<file path="config.mk">
export PLATFORM = sky130hd
export DESIGN_NAME = ftrl_sqrt
export DESIGN_NICKNAME = d
export VERILOG_FILES = /design/src/rtl/ftrl_pkg.sv /design/src/rtl/ftrl_sqrt.sv
export SDC_FILE = /design/constraint.sdc
export NUM_CORES = 1
export LEC_CHECK = 0
export ABC_CLOCK_PERIOD_IN_PS = 3730
export BUFFER_PORTS_ARGS = -buffer_cell sky130_fd_sc_hd__clkbuf_2
export CAP_MARGIN = 30
export CORE_ASPECT_RATIO = 1.25
export CORE_MARGIN = 8
export CORE_UTILIZATION = 35
export DETAILED_ROUTE_END_ITERATION = 12
export PLACE_DENSITY = 0.62
export SYNTH_ARGS = -nofsm -noshare
export SYNTH_HDL_FRONTEND = slang
export SYNTH_SLANG_ARGS = --single-unit
</file>
<file path="constraint.sdc">
create_clock -name clk -period 3.73 [get_ports clk]
set_clock_uncertainty 0.2 [all_clocks]
set_input_delay 0.5595 -clock clk [delete_from_list [all_inputs] [get_ports clk]]
set_output_delay 0.5595 -clock clk [all_outputs]
set_load 0.01 [all_outputs]
</file>
<file path="src/rtl/ftrl_pkg.sv">
// Shared widths, register indexes and reset values for the FTRL weight update block.
package ftrl_pkg;

  localparam int FRAC          = 16;
  localparam int NUM_WEIGHTS_DEF = 4096;

  localparam int IDX_W   = 12;
  localparam int DATA_W  = 32;
  localparam int Z_W     = 40;
  localparam int N_W     = 48;
  localparam int ROOT_W  = 32;
  localparam int DVD_W   = 56;
  localparam int DVS_W   = 50;
  localparam int MA_W    = 48;
  localparam int MB_W    = 32;
  localparam int PROD_W  = MA_W + MB_W;

  typedef enum logic [1:0] {
    REG_ALPHA = 2'd0,
    REG_BETA  = 2'd1,
    REG_L1    = 2'd2,
    REG_L2    = 2'd3
  } reg_idx_t;

  localparam logic [DATA_W-1:0] ALPHA_RST = 32'd65536;
  localparam logic [DATA_W-1:0] BETA_RST  = 32'd65536;
  localparam logic [DATA_W-1:0] L1_RST    = 32'd66;
  localparam logic [DATA_W-1:0] L2_RST    = 32'd66;

endpackage

</file>
<file path="src/rtl/ftrl_sqrt.sv">
// Digit-serial square root, two radicand bits per cycle: root = floor(sqrt(x * 2^FRAC)).
module ftrl_sqrt import ftrl_pkg::*; (
  input  logic              clk,
  input  logic              rst_n,
  input  logic              start,
  input  logic [N_W-1:0]    x,
  output logic              done,
  output logic [ROOT_W-1:0] root
);

  localparam int RAD_W = 2 * ROOT_W;
  localparam int REM_W = ROOT_W + 3;

  logic [RAD_W-1:0]  rad_r;
  logic [REM_W-1:0]  rem_r;
  logic [ROOT_W-1:0] root_r;
  logic [4:0]        cnt_r;
  logic              busy_r;
  logic              done_r;
  logic [REM_W-1:0]  rem_sh;
  logic [REM_W-1:0]  trial;
  logic              fit;

  assign rem_sh = {rem_r[REM_W-3:0], rad_r[RAD_W-1 -: 2]};
  assign trial  = {1'b0, root_r, 2'b01};
  assign fit    = rem_sh >= trial;

  always_ff @(posedge clk) begin
    if (!rst_n) begin
      busy_r <= 1'b0;
      done_r <= 1'b0;
      cnt_r  <= '0;
    end else begin
      done_r <= 1'b0;
      if (start && !busy_r) begin
        busy_r <= 1'b1;
        cnt_r  <= '0;
        rad_r  <= {x, {FRAC{1'b0}}};
        rem_r  <= '0;
        root_r <= '0;
      end else if (busy_r) begin
        rad_r  <= {rad_r[RAD_W-3:0], 2'b00};
        rem_r  <= fit ? (rem_sh - trial) : rem_sh;
        root_r <= {root_r[ROOT_W-2:0], fit};
        cnt_r  <= cnt_r + 5'd1;
        if (cnt_r == 5'd31) begin
          busy_r <= 1'b0;
          done_r <= 1'b1;
        end
      end
    end
  end

  assign done = done_r;
  assign root = root_r;

endmodule

</file>
==> impl_results.md, run 1 <==
* Status: finished clean
* Cell area after layout at 8330 sq um
* Final Hold Fails at 0
* Grt total ovfl at 0
* Die H at 174 microns
* Syn avg cell area at 9.70 sq um
* Maximum vdd drop at 0.305 mV
* Part of the Yosys area used for sequential elements at 0.505
* Post-synth EDFFs at 113
* Via density at between 4 and 5
* Yosys warns at 0
* Slowest cell on the critical path: ha_1
* Least-Margin Pin Slew at 0.755 ns
* Cts hold-fix bufs at 0
* Top_reg_cell synth: edfxtp_1
* Register area at 3530 sq um
* Setup CP Type: reg2reg
* Clk sinks at between 100 and 150
* Synth top area cells: edfxtp_1 49%, nand2_1 9.1%, ha_1 6.4%
* GRT Util Overall at 0.133
* Final setup violation count at 0
* Slew headroom at 0.483
* Post-route ant nets at 0
* CP required at 3.69 ns
* Final wirelength at about 16000 microns
* Inserted Clock Buffers at 17
* Largest net degree at the start of global routing at 64
* Post-synth ARST share at 0
* Dpl hpwl at about 12000 microns
* Final Slew Violations at 0
* Gates resized, CTS repair at 0
* Num ports at 84
* Post-synth top area cell: edfxtp_1
* Drt first pass iters at 5
* Cell count after synthesis at between 700 and 800
* Worst Setup End Kind: flip-flop
* Final Critical Period at 3.40 ns
* Core area at around 20000 sq um
* P per Cell Area at 568 nW/um^2
* # rows at 58
* Clock buffer depth at 2
* Post-DR wirelength/cell at 15.0 microns
* Synth top area share at 0.485
* Pleak at 0.00368 uW
* Worst-path fanout max at 11
* Worst-Skew Late Latency at between 0.4 and 0.5 ns
* Register bit total from synthesis at 120
* Initial antenna violation count at 0
* Startpoint types: flip-flop
* Mapped Area at 7000 sq um
* Arrival @ worst endpoint at 3.36 ns
* Antenna Cells at 0
* CP max stage delay at 0.48 ns
* DR DRC count at 0
* Clk Tree Root Cell: clkbuf_16
* Initial core utilization at 0.352
* Layout overhead on the synthesized area at 19.0%
* GP Congestion at 0.837
* Share of cells above drive strength 1 at 0.175
* Max-cap violation count at 0
* Netlist cell types at 60
* Net Count, Synth at 808
* Nets at around 890
* Max Freq at 294 MHz
* RSZ-0062 raised after global routing: false
* Vias in the first global route at 5399
* Multi-input logic area at roughly 3100 sq um
* DP Area at 7720 sq um
* Post-CTS setup buffers at 0
* Worst min path class: in2reg
* Fill count at 1998
* Vias at 5340
* IO Port Bufs at 83
* H-tree depth at 4
* CTS tree: built
* Setup_tns at 0 ns
* Die X at 142 microns
* Hold WS at 0.195 ns
* CP cell instances: ha_1 > and3_1 > nor3b_1 > and4_1 > a31oi_1 > o21ai_1 > o21a_2 > buf_12 > mux2i_1 > nor2_1
* First-pass GRT wire length at between 20000 and 30000 microns
* Die area at 24800 sq um
* Initial DRC count at 308
* Final worst path period share at 0.911
* Clock transition at path regs at around 0.060 ns
## cell usage after synthesis, drive strengths merged, types with 6 or more instances
library cell	count
edfxtp	113
buf	14
a21o	15
nor2	88
inv	42
mux2i	26
a21oi	31
nand2	170
xor2	14
ha	36
a211oi	6
dfxtp	7
nand3	13
o21a	10
clkbuf	19
xnor2	15
nand4	9
o21ai	25
## through the flow
stage / setup WS, ns / power, uW / util / std cells
after CTS: 0.312 / 4780 / 0.419 / 1083
after floorplan: 0.761 / 2740 / - / 721
final: 0.331 / 4730 / 0.419 / 1083
after global routing: 0.113 / 4980 / 0.419 / 1083
after detailed placement: 0.340 / 3060 / 0.388 / 1051
after global placement: 0.354 / 3040 / 0.388 / 1051
## layout make-up
cell class | instances | area share
multi-input combinational | 526 | 0.378
clock buffer | 17 | 0.0511
clock inverter | 15 | 0.0218
timing repair buffer | 93 | 0.0649
inverter | 42 | 0.0189
tap | 270 | 0.0406
sequential | 120 | 0.424
## cell families (layout without fill, tap and decap cells)
group           count (synthesis)  count (layout)  synth area share
compound gates                120             120             0.119
xor+xnor                       29              29            0.0363
fa+ha+maj                      36              36            0.0644
buf+inv                        75             167            0.0472
flops                         120             120             0.505
mux                            26              26            0.0372
simple gates                  315             315             0.190
## registers in the layout, indices dropped and copies added, names as in the netlist
register and count:
root 32, done 1, busy_r 1, cnt_r 5, rem_r 33, rad_r 48
## path summary, 6_finish.rpt
check	from	to	slack [ns]	depth (start not counted)
max	rem_r[23]$_SDFFCE_PP0P_	rem_r[15]$_SDFFCE_PP0P_	0.33	10
max reg2reg	rem_r[23]$_SDFFCE_PP0P_	rem_r[15]$_SDFFCE_PP0P_	0.33	10
min reg2reg	cnt_r[4]$_SDFFE_PP0P_	cnt_r[4]$_SDFFE_PP0P_	0.31	2
min	x[3]	rad_r[19]$_DFFE_PP_	0.19	3
## routing by layer
layer	vias up	routed length, microns	GRT usage
met5	-	0	0
met2	120	7750	0.214
met3	18	1030	0.0456
li1	2679	-	-
met1	2523	7200	0.159
met4	0	241	0.0537
## power by group
part           total [uW]  switching [uW]  internal, uW
clock                1700             684          1010
combinational        1310             763           542
sequential           1730            62.0          1660
## layout by cell type (no fill, tap or decap), drive strengths merged, types with 7 or more instances in the layout
cell type	netlist	routed
o21ai	25	25
nand2	170	170
dfxtp	7	7
a21o	15	15
a21oi	31	31
edfxtp	113	113
o21a	10	10
buf	14	10
nand4	9	9
xor2	14	14
inv	42	51
clkbuf	19	100
nand3	13	13
ha	36	36
xnor2	15	15
mux2i	26	26
nor2	88	88
## critical path, delay by kind of cell (launching register included)
kind,cells,cell delay (ns)
AO/OA/AOI/OAI,3,0.76
AND/OR/NAND/NOR,4,0.87
flip-flops,1,0.39
multiplexers,1,0.23
adder cells (fa/ha/maj),1,0.48
buffers and inverters,1,0.20
Power figures use the tool's default switching activity.
==> run 2, diff against run 1 <==
--- a/config.mk
+++ b/config.mk
@@ -12,6 +12,7 @@
 export CORE_MARGIN = 8
 export CORE_UTILIZATION = 35
 export DETAILED_ROUTE_END_ITERATION = 12
+export GPL_TIMING_DRIVEN = 0
 export PLACE_DENSITY = 0.62
 export SYNTH_ARGS = -nofsm -noshare
 export SYNTH_HDL_FRONTEND = slang
==> run 2 against run 1 <==
  * Flip-flop and latch count is the same
  * Routed wire length grew 3.6%
  * Via count grew 1.3%
  * Global-route usage grew 0.89 points
  * Setup slack gained 0.12 ns
  * First-iteration DRC count grew 14%
  * Total power shrank 2.6%
  * Fmax grew 3.7%
  * Clock-buffer cell count grew 2
  * Critical path depth grew 2
  * Critical path type unchanged
  * Hold slack gained 0.0042 ns
  * Highest routed layer unchanged
==> impl_results.md, run 2 (same netlist as run 1, synthesis figures left out) <==
* CTS tree: built
* Arrival @ worst endpoint at 3.24 ns (-0.12 ns)
* Clk sinks at 120 (unchanged)
* Clk Tree Root Cell: clkbuf_16
* IO Port Bufs at 83 (unchanged)
* Power, Total at 4610 uW (-2.6%)
* Grt total ovfl at 0 (unchanged)
* Final Critical Period at 3.28 ns (-0.121 ns)
* Vias at 5407 (+1.3%)
* H-tree depth at 4 (unchanged)
* Layout overhead on the synthesized area at 19.5%
* RSZ-0062 raised after global routing: false
* DP Worst Slack at 0.479 ns (+0.139 ns)
* Die H at 174 microns (unchanged)
* Worst Setup End Kind: flip-flop
* Initial core utilization at 0.352 (unchanged)
* DR DRC count at 0 (unchanged)
* Nets at 912 (+2.8%)
* Share of cells above drive strength 1 at 0.168 (-0.00640)
* Die X at 142 microns (unchanged)
* Die area at 24800 sq um (unchanged)
* Antenna Cells at 0 (unchanged)
* Largest net degree at the start of global routing at 48 (-25%)
* CP delay by family, top: simple AND/OR/NAND/NOR gates
* CP required at 3.69 ns (about the same)
* Status: finished clean
* Largest Register: rad_r
* Most common cell after layout, fill and taps aside: nand2_1
* Inserted Clock Buffers at 17 (unchanged)
* Grt met2 use at 0.227 (+0.0129)
* Via density at 4.88 (-1.0%)
* Post-CTS setup buffers at 0 (unchanged)
* Worst-path fanout max at 10 (-1)
* Setup_tns at 0 ns (unchanged)
* Dpl hpwl at 12300 microns (+4.8%)
* Post-route ant nets at 0 (unchanged)
* Gates resized, CTS repair at 0 (unchanged)
* Final core area utilization at 0.420 (+0.00170)
* CP max stage delay at 0.53 ns (+0.05 ns)
* Slowest cell on the critical path: or4b_1
* Vias in the first global route at 5700 (+5.6%)
* Startpoint types: flip-flop
* Final worst path period share at 0.879 (-0.0325)
* Num ports at 84 (unchanged)
* Initial antenna violation count at 0 (unchanged)
* Least-Margin Pin Slew at 0.670 ns (-0.0849 ns)
* GP Congestion at 0.848 (+1.3%)
* Final wirelength at 16800 microns (+3.6%)
* Worst-Skew Late Latency at 0.42 ns (about the same)
* Slew headroom at 0.542 (+0.0581)
* First-pass GRT wire length at 28300 microns (+6.8%)
* Final Hold Fails at 0 (unchanged)
* Clock transition at path regs at 0.06 ns (about the same)
* Most frequent cells in the layout: 169 x nand2_1, 113 x edfxtp_1, 88 x nor2_1
* Initial DRC count at 350 (+14%)
* Max Freq at 305 MHz (+3.7%)
* Max-cap violation count at 0 (unchanged)
* Worst min path class: in2reg
* CP bufs+invs at 3 (+2)
* Met3 Usage GRT at 0.0478 (+0.00220)
* Final Slew Violations at 0 (unchanged)
* Hold WS at 0.199 ns (+0.00417 ns)
* Final WS setup at 0.452 ns (+0.121 ns)
* Drt first pass iters at 5 (unchanged)
* Core area at 19900 sq um (unchanged)
* P per Cell Area at 551 nW/um^2 (-2.9%)
* Post-DR wirelength/cell at 15.2 microns (+1.2%)
* Clock buffer depth at 2 (unchanged)
* Met1 usage at 0.175 (+0.0155)
* Cts hold-fix bufs at 0 (unchanged)
* Final setup violation count at 0 (unchanged)
* Gr busiest metal: met2
* Setup CP Type: reg2reg
* Maximum vdd drop at 0.286 mV (-6.4%)
* # rows at 58 (unchanged)
* CP cell instances: inv_1 > ha_1 > buf_2 > nand4_1 > nor3_1 > or4b_1 > a311oi_2 > nor2_1 > o21a_2 > buf_6 > nand2_2 > o21ai_1
* Largest register FFs at 48 (unchanged)
* Pleak at 0.00368 uW (about the same)
* GRT Util Overall at 0.142 (+0.00887)
-- run 2: cell types whose count changed in the layout (fill, tap and decap cells not counted), moves of 3 or more --
cell | previous run | this run
buf_12 | 4 | 1
buf_2 | 0 | 6
buf_4 | 6 | 1
buf_6 | 0 | 5
clkbuf_1 | 0 | 21
inv_8 | 4 | 0
-- run 2: cell type report --
| type | count | area, sq um |
|---|---|---|
| multi-input cells | 526 | 3140 |
| clock inverters | 13 | 123 |
| well taps | 270 | 338 |
| plain buffers | 33 | 173 |
| flip-flops and latches | 120 | 3530 |
| inverters | 42 | 158 |
| repair buffers | 85 | 463 |
| fillers | 2056 | 11500 |
| clock buffers | 19 | 433 |
-- run 2: worst reg2reg max path, stage by stage, from the launching register on --
cell	delay (ns)
edfxtp_1	0.38
inv_1	0.13
ha_1	0.24
buf_2	0.18
nand4_1	0.15
nor3_1	0.07
or4b_1	0.53
a311oi_2	0.30
nor2_1	0.13
o21a_2	0.26
buf_6	0.17
nand2_2	0.18
o21ai_1	0.10
-- run 2: power breakdown --
group / leakage (uW) / switching (uW) / internal (uW)
Clock: 0.000262 / 647 / 921
Sequential: 0.00115 / 59.4 / 1660
Combinational: 0.00227 / 772 / 543
-- run 2: per-layer routing --
metal / vias up / wire (microns)
met5: - / 0
li1: 2730 / -
met2: 149 / 7910
met4: 0 / 304
met3: 28 / 1150
met1: 2500 / 7440
-- run 2: path summary, 6_finish.rpt --
| kind | startpoint | endpoint | slack [ns] | cells after the start |
|---|---|---|---|---|
| setup / recovery | root[20]$_SDFFCE_PP0P_ | rem_r[26]$_SDFFCE_PP0P_ | 0.45 | 12 |
| hold / removal | x[42] | rad_r[58]$_DFFE_PP_ | 0.20 | 3 |
| setup reg to reg | root[20]$_SDFFCE_PP0P_ | rem_r[26]$_SDFFCE_PP0P_ | 0.45 | 12 |
| hold reg to reg | cnt_r[4]$_SDFFE_PP0P_ | cnt_r[4]$_SDFFE_PP0P_ | 0.31 | 2 |
-- run 2: through the flow --
step / area, sq um / std cells
6_report: 8360 / 1108
4_1_cts: 8360 / 1108
3_3_place_gp: 7750 / 1074
5_1_grt: 8360 / 1108
2_1_floorplan: 7000 / 721
3_5_place_dp: 7800 / 1076
==> run 3, diff against run 2 <==
--- a/config.mk
+++ b/config.mk
@@ -8,12 +8,16 @@
 export ABC_CLOCK_PERIOD_IN_PS = 3730
 export BUFFER_PORTS_ARGS = -buffer_cell sky130_fd_sc_hd__clkbuf_2
 export CAP_MARGIN = 30
+export CELL_PAD_IN_SITES_DETAIL_PLACEMENT = 2
+export CELL_PAD_IN_SITES_GLOBAL_PLACEMENT = 2
 export CORE_ASPECT_RATIO = 1.25
 export CORE_MARGIN = 8
-export CORE_UTILIZATION = 35
+export CORE_UTILIZATION = 34
+export CTS_BUF_LIST = sky130_fd_sc_hd__clkbuf_16
 export DETAILED_ROUTE_END_ITERATION = 12
 export GPL_TIMING_DRIVEN = 0
-export PLACE_DENSITY = 0.62
+export PLACE_DENSITY = 0.85
+export SLEW_MARGIN = 30
 export SYNTH_ARGS = -nofsm -noshare
 export SYNTH_HDL_FRONTEND = slang
 export SYNTH_SLANG_ARGS = --single-unit
==> run 3 against run 2 <==
  * Via count increased by 5.2%
  * Setup slack worse by 0.12 ns
  * Design area up 0.63%
  * Utilization decreased by 0.34 points
  * Critical endpoint is now rem_r[10]$_SDFFCE_PP0P_
  * Largest cell class unchanged
  * Highest routed layer unchanged
==> impl_results.md, run 3 (same netlist as run 1, synthesis figures left out) <==
* P per Cell Area at 584 nW/um^2 (+6.0%)
* Die area at 25400 sq um (+2.6%)
* Gates resized, CTS repair at 0 (unchanged)
* Drt first pass iters at 4 (-1)
* GRT Util Overall at 0.178 (+0.0363)
* Startpoint types: flip-flop
* H-tree depth at 4 (unchanged)
* Hold Path Origin: x[7]
* Arrival @ worst endpoint at 3.36 ns (+0.12 ns)
* Largest net degree at the start of global routing at 41 (-15%)
* Final Slew Violations at 0 (unchanged)
* CTS tree: built
* CP required at 3.69 ns (about the same)
* R2R Path End: rem_r[10]$_SDFFCE_PP0P_
* RSZ-0062 raised after global routing: false
* DR DRC count at 0 (unchanged)
* Least-Margin Pin Slew at 0.700 ns (+0.0295 ns)
* Setup_tns at 0 ns (unchanged)
* Vias at 5688 (+5.2%)
* Clk Tree Root Cell: clkbuf_16
* Dpl hpwl at 15600 microns (+27%)
* Clk sinks at 120 (unchanged)
* Worst min path class: in2reg
* Worst-path fanout max at 10 (unchanged)
* Final Hold Fails at 0 (unchanged)
* Pleak at 0.00373 uW (+1.2%)
* Maximum vdd drop at 0.334 mV (+17%)
* Num ports at 84 (unchanged)
* Worst-Skew Late Latency at 0.43 ns (about the same)
* Final setup violation count at 0 (unchanged)
* Post-DR wirelength/cell at 19.5 microns (+29%)
* First-pass GRT wire length at 34900 microns (+23%)
* Cts hold-fix bufs at 0 (unchanged)
* Core area at 20200 sq um (+1.5%)
* Post-CTS setup buffers at 0 (unchanged)
* Max Freq at 294 MHz (-3.5%)
* Via density at 5.13 (+5.2%)
* Hold Path Depth at 3 (unchanged)
* R2r startpoint: rem_r[23]$_SDFFCE_PP0P_
* Final worst path period share at 0.911 (+0.0320)
* Inserted Clock Buffers at 17 (unchanged)
* Final wirelength at 21600 microns (+29%)
* Post-route ant nets at 0 (unchanged)
* Hold WS at 0.185 ns (-0.0136 ns)
* Share of cells above drive strength 1 at 0.167 (-0.00119)
* Clock transition at path regs at 0.06 ns (about the same)
* Antenna Cells at 0 (unchanged)
* Slew headroom at 0.521 (-0.0202)
* Nets at 912 (unchanged)
* Most common cell after layout, fill and taps aside: nand2_1
* # rows at 58 (unchanged)
* Max-cap violation count at 0 (unchanged)
* Worst Hold End: rad_r[23]$_DFFE_PP_
* IO Port Bufs at 83 (unchanged)
* R2r setup slk at 0.33 ns (-0.12 ns)
* Worst reg2reg path depth at 11 (-1)
* Final core area utilization at 0.417 (-0.00344)
* Vias in the first global route at 6524 (+14%)
* Fill count at 2251 (+9.5%)
* Layout overhead on the synthesized area at 20.2%
* Grt total ovfl at 0 (unchanged)
* Largest Register: rad_r
* Setup CP Type: reg2reg
* GP Congestion at 0.829 (-2.3%)
* Clock buffer depth at 2 (unchanged)
* Final Critical Period at 3.40 ns (+0.119 ns)
* Status: finished clean
* Most frequent cells in the layout: 169 x nand2_1, 113 x edfxtp_1, 88 x nor2_1
* Die X at 144 microns (+1.3%)
* Initial antenna violation count at 0 (unchanged)
* Initial core utilization at 0.347 (-0.00506)
* Initial DRC count at 194 (-45%)
* Largest register FFs at 48 (unchanged)
* Die H at 176 microns (+1.3%)
* Worst Setup End Kind: flip-flop
run 3: cell count changes in the layout (fill, tap and decap cells not counted), moves of 2 or more:
cell       before  now
bufinv_16       1    4
clkbuf_1       21   19
inv_1          41   45
inv_6           3    1
run 3: where the power goes:
group	switching (uW)	internal [uW]	total, uW
Combinational	879	546	1420
Sequential	67.2	1670	1730
Clock	648	1110	1760
Total	1590	3320	4920
run 3: metrics by stage:
| stage | setup slack, ns | total power, uW | instance area (sq um) | cells |
|---|---|---|---|---|
| detailed placement | 0.358 | 3150 | 7800 | 1076 |
| global placement | 0.218 | 3070 | 7750 | 1074 |
| CTS | 0.274 | 4960 | 8410 | 1108 |
| finish | 0.333 | 4920 | 8410 | 1108 |
| global route | 0.116 | 5150 | 8410 | 1108 |
| floorplan | 0.761 | 2740 | 7000 | 721 |
run 3: worst max-delay path, stage by stage, from the launching register on:
cell,delay (ns)
edfxtp_1,0.41
ha_1,0.32
buf_4,0.17
and3_1,0.29
nor3b_1,0.33
and4_1,0.25
a31oi_1,0.16
o21ai_1,0.18
o21a_2,0.22
buf_6,0.20
mux2i_1,0.32
nor2_1,0.08
run 3: how the worst max path moves through the flow:
| stage | to | cells past startpoint | start |
|---|---|---|---|
| 2_1_floorplan | rem_r[13]$_SDFFCE_PP0P_ | 12 | root[22]$_SDFFCE_PP0P_ |
| 3_3_place_gp | root[22]$_SDFFCE_PP0P_ | 2 | busy_r$_SDFF_PN0_ |
| 3_5_place_dp | rem_r[30]$_SDFFCE_PP0P_ | 11 | rem_r[23]$_SDFFCE_PP0P_ |
| 4_1_cts | rem_r[30]$_SDFFCE_PP0P_ | 11 | rem_r[23]$_SDFFCE_PP0P_ |
| 5_1_grt | rem_r[30]$_SDFFCE_PP0P_ | 12 | root[23]$_SDFFCE_PP0P_ |
| 6_report | rem_r[10]$_SDFFCE_PP0P_ | 11 | rem_r[23]$_SDFFCE_PP0P_ |
run 3: per-layer routing:
metal  GRT usage  up-vias  wire (microns)
met5           0        -               0
met4      0.0617        0             405
met3      0.0451       32             913
met2       0.329      108           11700
met1       0.192     2821            8580
li1            -     2727               -
run 3: cell type report:
type	count	area (sq um)	area share
well taps	270	338	0.0402
repair buffers	85	455	0.0541
clock inverters	15	190	0.0226
multi-input cells	526	3140	0.373
clock buffers	17	425	0.0506
plain buffers	33	173	0.0205
inverters	42	158	0.0187
flip-flops and latches	120	3530	0.420
